`config.mk`:
```
export PLATFORM = sky130hd
export DESIGN_NAME = hwgemv_ctrl
export DESIGN_NICKNAME = d
export VERILOG_FILES = /design/src/hwgemv_pkg.sv /design/src/hwgemv_ctrl.sv
export SDC_FILE = /design/constraint.sdc
export NUM_CORES = 1
export LEC_CHECK = 0
export BUFFER_PORTS_ARGS = -buffer_cell sky130_fd_sc_hd__buf_2
export CORE_MARGIN = 2
export CORE_UTILIZATION = 43
export CTS_CLUSTER_DIAMETER = 40
export DETAILED_ROUTE_END_ITERATION = 16
export GPL_ROUTABILITY_DRIVEN = 0
export PLACE_DENSITY = 0.83
export SETUP_SLACK_MARGIN = 0.4
export SYNTH_ARGS = -nofsm -noshare
export SYNTH_HDL_FRONTEND = slang
export SYNTH_SLANG_ARGS = --single-unit
```
`constraint.sdc`:
```
create_clock -name clk -period 1.5 [get_ports clk]
set_clock_uncertainty 0.15 [all_clocks]
set_input_delay 0 -clock clk [delete_from_list [all_inputs] [get_ports clk]]
set_output_delay 0 -clock clk [all_outputs]
set_load 0.02 [all_outputs]
```
`src/hwgemv_pkg.sv`:
```
// shared types, constants and float helper functions for the half-weight gemv unit
package hwgemv_pkg;

  localparam int CNT_W  = 17;  // wide enough for a row length up to 65536
  localparam int RLEN_W = 13;  // row_length register width
  localparam int CFG_W  = 13;  // config write data width
  localparam int EXP_W  = 12;  // internal signed exponent width

  localparam logic [31:0] CANON_NAN = 32'h7FC0_0000;
  localparam logic [31:0] ONE_F32   = 32'h3F80_0000;
  localparam logic [30:0] INF_MAG   = 31'h7F80_0000;

  localparam logic REG_ROW_LENGTH = 1'b0;
  localparam logic REG_USE_BIAS   = 1'b1;

  localparam logic MODE_LOAD   = 1'b0;
  localparam logic MODE_WEIGHT = 1'b1;

  typedef enum logic [3:0] {
    ST_IDLE,
    ST_READ,
    ST_MUL,
    ST_NORM_A,
    ST_ALIGN,
    ST_ADD,
    ST_NORM_B,
    ST_ROUND,
    ST_PACK,
    ST_EMIT
  } state_t;

  typedef struct packed {
    logic       load;
    logic       capture;
    logic       mul;
    logic       norm;
    logic [1:0] norm_step;
    logic       align;
    logic       add;
    logic       round;
    logic       pack;
    logic       bias_pass;
    logic       emit;
  } cmd_t;

  typedef struct packed {
    logic spec;
    logic last;
    logic use_bias;
    logic out_free;
  } status_t;

  typedef struct packed {
    logic [23:0]             sig;
    logic signed [EXP_W-1:0] ex;
  } fp_dec_t;

  typedef struct packed {
    logic [60:0]             m;
    logic signed [EXP_W-1:0] e;
  } norm_t;

  function automatic logic is_nan(input logic [31:0] x);
    return (x[30:23] == 8'hFF) && (x[22:0] != 23'd0);
  endfunction

  function automatic logic is_inf(input logic [31:0] x);
    return x[30:0] == INF_MAG;
  endfunction

  function automatic logic is_zero(input logic [31:0] x);
    return x[30:0] == 31'd0;
  endfunction

  // exact binary16 to binary32, subnormal halves come out normal
  function automatic logic [31:0] widen_half(input logic [15:0] h);
    logic       s;
    logic [4:0] e;
    logic [9:0] m;
    logic [3:0] pos;
    logic [9:0] mn;
    logic [7:0] ex;
    logic [31:0] r;
    s   = h[15];
    e   = h[14:10];
    m   = h[9:0];
    pos = 4'd0;
    for (int i = 0; i < 10; i++) begin
      if (m[i]) pos = 4'(i);
    end
    if (e == 5'd0) begin
      if (m == 10'd0) begin
        r = {s, 31'd0};
      end else begin
        ex = 8'd103 + 8'(pos);
        mn = m << (4'd10 - pos);
        r  = {s, ex, mn, 13'd0};
      end
    end else if (e == 5'h1F) begin
      r = {s, 8'hFF, m, 13'd0};
    end else begin
      r = {s, 8'(e) + 8'd112, m, 13'd0};
    end
    return r;
  endfunction

  // value = sig * 2^ex
  function automatic fp_dec_t decode(input logic [31:0] x);
    fp_dec_t d;
    if (x[30:23] == 8'd0) begin
      d.sig = {1'b0, x[22:0]};
      d.ex  = -12'sd149;
    end else begin
      d.sig = {1'b1, x[22:0]};
      d.ex  = $signed({4'd0, x[30:23]}) - 12'sd150;
    end
    return d;
  endfunction

endpackage

```
`src/hwgemv_ctrl.sv`:
```
// sequencing state machine of the half-weight gemv unit
module hwgemv_ctrl (
  input  logic               clk,
  input  logic               rst_n,
  input  logic               in_valid,
  input  logic               in_mode,
  output logic               in_ready,
  input  hwgemv_pkg::status_t sts,
  output hwgemv_pkg::cmd_t    cmd
);

  hwgemv_pkg::state_t state_r, state_nxt;
  logic [1:0] step_r, step_nxt;
  logic       pass_r, pass_nxt;

  always_ff @(posedge clk) begin
    if (!rst_n) begin
      state_r <= hwgemv_pkg::ST_IDLE;
      step_r  <= 2'd0;
      pass_r  <= 1'b0;
    end else begin
      state_r <= state_nxt;
      step_r  <= step_nxt;
      pass_r  <= pass_nxt;
    end
  end

  always_comb begin
    state_nxt     = state_r;
    step_nxt      = step_r;
    pass_nxt      = pass_r;
    cmd           = '0;
    cmd.norm_step = step_r;
    cmd.bias_pass = pass_r;
    in_ready      = 1'b0;
    unique case (state_r)
      hwgemv_pkg::ST_IDLE: begin
        in_ready = 1'b1;
        if (in_valid) begin
          if (in_mode == hwgemv_pkg::MODE_LOAD) begin
            cmd.load = 1'b1;
          end else begin
            cmd.capture = 1'b1;
            pass_nxt    = 1'b0;
            state_nxt   = hwgemv_pkg::ST_READ;
          end
        end
      end
      hwgemv_pkg::ST_READ: state_nxt = hwgemv_pkg::ST_MUL;
      hwgemv_pkg::ST_MUL: begin
        cmd.mul  = 1'b1;
        step_nxt = 2'd0;
        state_nxt = sts.spec ? hwgemv_pkg::ST_PACK : hwgemv_pkg::ST_NORM_A;
      end
      hwgemv_pkg::ST_NORM_A: begin
        cmd.norm = 1'b1;
        step_nxt = step_r + 2'd1;
        if (step_r == 2'd2) state_nxt = hwgemv_pkg::ST_ALIGN;
      end
      hwgemv_pkg::ST_ALIGN: begin
        cmd.align = 1'b1;
        state_nxt = hwgemv_pkg::ST_ADD;
      end
      hwgemv_pkg::ST_ADD: begin
        cmd.add   = 1'b1;
        step_nxt  = 2'd0;
        state_nxt = hwgemv_pkg::ST_NORM_B;
      end
      hwgemv_pkg::ST_NORM_B: begin
        cmd.norm = 1'b1;
        step_nxt = step_r + 2'd1;
        if (step_r == 2'd2) state_nxt = hwgemv_pkg::ST_ROUND;
      end
      hwgemv_pkg::ST_ROUND: begin
        cmd.round = 1'b1;
        state_nxt = hwgemv_pkg::ST_PACK;
      end
      hwgemv_pkg::ST_PACK: begin
        cmd.pack = 1'b1;
        if (pass_r) begin
          state_nxt = hwgemv_pkg::ST_EMIT;
        end else if (sts.last) begin
          if (sts.use_bias) begin
            // second pass through the fma: 1.0 * bias + row sum
            pass_nxt  = 1'b1;
            state_nxt = hwgemv_pkg::ST_MUL;
          end else begin
            state_nxt = hwgemv_pkg::ST_EMIT;
          end
        end else begin
          state_nxt = hwgemv_pkg::ST_IDLE;
        end
      end
      hwgemv_pkg::ST_EMIT: begin
        if (sts.out_free) begin
          cmd.emit  = 1'b1;
          state_nxt = hwgemv_pkg::ST_IDLE;
        end
      end
      default: state_nxt = hwgemv_pkg::ST_IDLE;
    endcase
  end

endmodule

```
; After elaboration in Yosys (flattened, before gate mapping)
; Cells that the tools add are included.
[totals]
register_bits = 7
latch_bits = 0
ram_bits = 0
romBits = 0
out_inout_bits = 13
memories = 0
[classes]
add_sub_neg = 1
multipliers = 0
div_mod_pow = 0
order_cmp = 0
eq_ne = 15
shift = 0
muxes = 30
n_bitwise = 0
n_reduce_logical = 7
[ops]
columns = op, count
row1 = one-hot mux 4 bit (10 select lines), 1
row2 = 2-to-1 mux 4 bit, 9
row3 = equality test 4 x 3 -> 1 bit (second input constant), 4
row4 = 2-to-1 mux 1 bit, 16
row5 = inequality test 2 bit (second input constant), 5
row6 = equality test 4 x 2 -> 1 bit (second input constant), 2
row7 = equality test 4 bit (second input constant), 2
row8 = AND reduction 5 bit, 1
row9 = equality test 4 x 1 -> 1 bit (second input constant), 1
row10 = zero test 4 bit, 1
row11 = 2-to-1 mux 2 bit, 2
row12 = one-hot mux 2 bit (2 select lines), 1
row13 = nonzero test 2 bit, 2
row14 = OR reduction 2 bit, 2
row15 = AND reduction 3 bit, 1
row16 = adder 2 x 1 -> 2 bit (second input constant), 1
row17 = equality test 2 bit (second input constant), 1
row18 = one-hot mux 1 bit (2 select lines), 1

; Longest topological paths before layout
[logic_depth]
ltp_word = 4
mapped_depth = 6
mapped_depth_nobuf = 6

; Worst setup path after synthesis
; OpenSTA, ideal clock, no wires.
[synth_timing]
path_type = register to register
from = reg state_r[1]
to = reg pass_r
arrival_ns = 1.477
slack_ns = -0.254
path_stages_with_launch = 5
synth_period_minus_slack_ns = 1.754
cell_sequence = dfxtp_1 -> buf_4 -> nor4_2 -> and3_1 -> nor3b_2
[synth_between]
elab_chain_cells = 3
elab_cells_between_ends = 7
classes_between = eq/ne: 3 / mux: 1 / reduce/logical: 3
[synth_lines]
columns = item, line
row1 = start: declaration, hwgemv_ctrl.sv:12  ; hwgemv_pkg::state_t state_r, state_nxt;
row2 = start signal: assignment, hwgemv_ctrl.sv:18  ; state_r <= hwgemv_pkg::ST_IDLE;
row3 = start signal: assignment, hwgemv_ctrl.sv:22  ; state_r <= state_nxt;
row4 = equality test 4 bit or zero test 4 bit (tied branches), hwgemv_ctrl.sv:36  ; unique case (state_r)
row5 = nonzero test 2 bit (no source line) or inequality test 2 bit (tied branches), -
row6 = AND reduction 3 bit (no source line), -
row7 = end signal: assignment, hwgemv_ctrl.sv:24  ; pass_r <= pass_nxt;
row8 = end: declaration, hwgemv_ctrl.sv:14  ; logic pass_r, pass_nxt;
; Parallel ways exist; a longest one is shown, timed or not.
; A chain may end at the register's enable or synchronous reset.

==> impl_metrics.json <==
{
  "fin_cells": 139,
  "failed_checks": "setup timing",
  "ant_nets": 0,
  "required_ns": 1.35,
  "hp-class": "in -> reg",
  "path_clk_slew_ns": 0.07,
  "clk_latency_ns": 0.27,
  "finalNetCount": 134,
  "path_max_fanout": 4,
  "drive_gt1_share_pct": 72.58,
  "ctsRootBufferMaster": "clkbuf_4",
  "postSynthAreaPerCell_um2": 7.812,
  "tightest_slew_ns": 0.3122,
  "dieHeight_um": 41.65,
  "powerDensity_nw_per_um2": 1331,
  "rr_endpoint": "state_r[0]",
  "status": "complete, but fails checks",
  "crit_type": "reg -> out",
  "mostFrequentLayoutCell": "buf_6",
  "core_area_um2": 1318,
  "synth.cell_area_um2": 609.3,
  "io_pins": 21,
  "place_hpwl_um": 1420,
  "area_growth_pct": 109.9,
  "dp_cells": 118,
  "vias": 944,
  "hold_depth": 4,
  "syn_inst": 78,
  "clk_path_buf_depth": 2,
  "ys_warn_count": 0,
  "drc": 0,
  "setup.worst_path.end_class": "output port",
  "clock-sinks": 7,
  "grt_max_degree": 11,
  "layout_setup_ws_ns": -0.1215,
  "die_w_um": 41.65,
  "min_from": "sts[0]",
  "h-tree-depth": 1,
  "reg2reg_from": "step_r[0]",
  "power.leakage_uw": 0.0005149,
  "core.rowCount": 13,
  "synth_seq_area_share_pct": 23.00,
  "grt_first_pass_wirelength_um": 3870,
  "first_pass_iters": 4,
  "max-slew-margin-rel_pct": 79.06,
  "rsz0062_at_grt": "yes",
  "slew_viol_final": 0,
  "n_fill_cell": 20,
  "gr-usage-all-layers_pct": 30.38,
  "totalWireLength_um": 3576,
  "reg2regPathDepth": 5,
  "setup_viol": 6,
  "routedWlPerCell_um": 25.73,
  "cp-start-kind": "register",
  "cp-startpoint": "state_r[3]",
  "post-route-period-util_pct": 108.1,
  "hold_viol_final": 0,
  "arrival_ns": 1.47,
  "final_cell_mix": "buf_6, buf_4, buf_2",
  "synth-seq-cells": 7,
  "fmaxAchievable_ghz": 0.6167,
  "cts_made_buffers": 3,
  "antenna_found_initial": 0,
  "hold_path_end": "state_r[0]",
  "drt-initial-drc-count": 87,
  "start_util_pct": 46.25,
  "cts_tree": "built",
  "post-place-ws_ns": 0.01023,
  "grt_pass1_vias": 817,
  "synth_fp_nets": 87,
  "cap_violations": 0,
  "io_buffers": 20,
  "rrSetupSlack_ns": -0.02,
  "antennaDiodeCount": 0,
  "synth_cell_types": 36,
  "min_period_ns": 1.622,
  "grt_overflow": 0,
  "drt-vias-per-instance": 6.791,
  "peakVddDrop_v": 0.0009316,
  "die_area_um2": 1734
}
## how the worst max path moves through the flow
stage	to	slack (ns)	cells after the start
2_1_floorplan	pass_r	0.02	4
4_1_cts	cmd[11]	-0.04	5
6_report	cmd[11]	-0.12	5
3_3_place_gp	state_r[1]	0.08	5
5_1_grt	cmd[11]	-0.18	5
3_5_place_dp	state_r[1]	0.01	5
## logic make-up after synthesis
logic type,count (synthesis),share of synthesized area [%]
compound gates,20,21.77
xor+xnor,1,1.438
fa+ha+maj,1,2.053
buf+inv,10,9.652
flops,7,23.00
simple gates,39,42.10
## worst max-delay path, cell delays in order (launching register included)
cell and delay [ns]:
dfxtp_4 0.37, buf_8 0.13, nor4_4 0.32, nand2_1 0.16, nor2_4 0.11, buf_6 0.12
## cell usage after synthesis
| master | number | share of area (%) |
|---|---|---|
| nor2_1 | 5 | 3.1 |
| buf_6 | 1 | 1.8 |
| a31oi_1 | 1 | 1.0 |
| a21oi_1 | 6 | 4.9 |
| buf_2 | 2 | 1.6 |
| or3_1 | 1 | 1.0 |
| nand3_1 | 2 | 1.6 |
| nand2b_1 | 5 | 5.1 |
| a211oi_1 | 1 | 1.2 |
| o21ai_1 | 3 | 2.5 |
| a211o_1 | 1 | 1.4 |
| and3_1 | 1 | 1.0 |
| o21a_1 | 2 | 2.5 |
| dfxtp_1 | 7 | 23 |
| ha_1 | 1 | 2.1 |
| nor3b_2 | 1 | 2.1 |
| and2_1 | 1 | 1.0 |
| buf_4 | 3 | 3.7 |
| a21o_1 | 1 | 1.2 |
| or3b_4 | 1 | 1.8 |
| nand2_1 | 5 | 3.1 |
| nor2_4 | 1 | 1.8 |
| nor3b_1 | 3 | 3.7 |
| nor2b_1 | 4 | 4.1 |
| a32o_1 | 2 | 3.3 |
| o31a_1 | 1 | 1.4 |
| nor4b_1 | 2 | 2.9 |
| clkbuf_1 | 2 | 1.2 |
| o32ai_1 | 1 | 1.4 |
| xor2_1 | 1 | 1.4 |
| nand3b_1 | 3 | 3.7 |
| o21ai_0 | 1 | 0.82 |
| inv_1 | 2 | 1.2 |
| or2_1 | 1 | 1.0 |
| nor3_1 | 1 | 0.82 |
| nor4_2 | 2 | 4.1 |
## area by class of cell
cell class                 instances  area (um^2)  area share, %
tap                               15        18.77          1.468
multi-input combinational         61        624.3          48.83
clock buffer                       4        26.28          2.055
sequential                         7        161.4          12.62
inverter                           2        10.01         0.7828
timing repair buffer              50        437.9          34.25
## registers in the layout (all words and copies together) (netlist names)
| name | cells |
|---|---|
| state_r | 4 |
| step_r | 2 |
| pass_r | 1 |
## stage by stage
stage	hold WS (ns)	instance area (um^2)	util [%]	TNS [ns]	total power (uW)
after CTS	0.03149	1137	86.32	-0.06567	1412
final	0.08435	1279	97.06	-0.3845	1702
after floorplan	-0.1176	726.9	-	0	822.6
after detailed placement	0.1635	878.3	66.67	0	1049
after global routing	0.07315	1279	97.06	-0.6392	1749
after global placement	0.1552	878.3	66.67	0	1024
## what timing repair did
action	4_1_cts	5_1_grt
resized for setup	45	17
hold endpoints to repair	7	0
hold buffers	3	0
setup buffers	5	9
endpoints found under the setup margin	17	18
pin swaps	12	10
## where the power goes
part	internal (uW)	switching (uW)
clock network	103	98.1
registers	231	70.3
logic	589	610
total	923	779
## routing by layer
metal | wire (um) | global-route usage [%] | vias up
li1 | - | - | 374
met1 | 1265 | 34.50 | 420
met2 | 1541 | 50.00 | 112
met3 | 461 | 11.30 | 38
met4 | 308 | 14.19 | 0
met5 | 0 | 0 | -
Note: power is estimated with default switching activity, not from simulation.
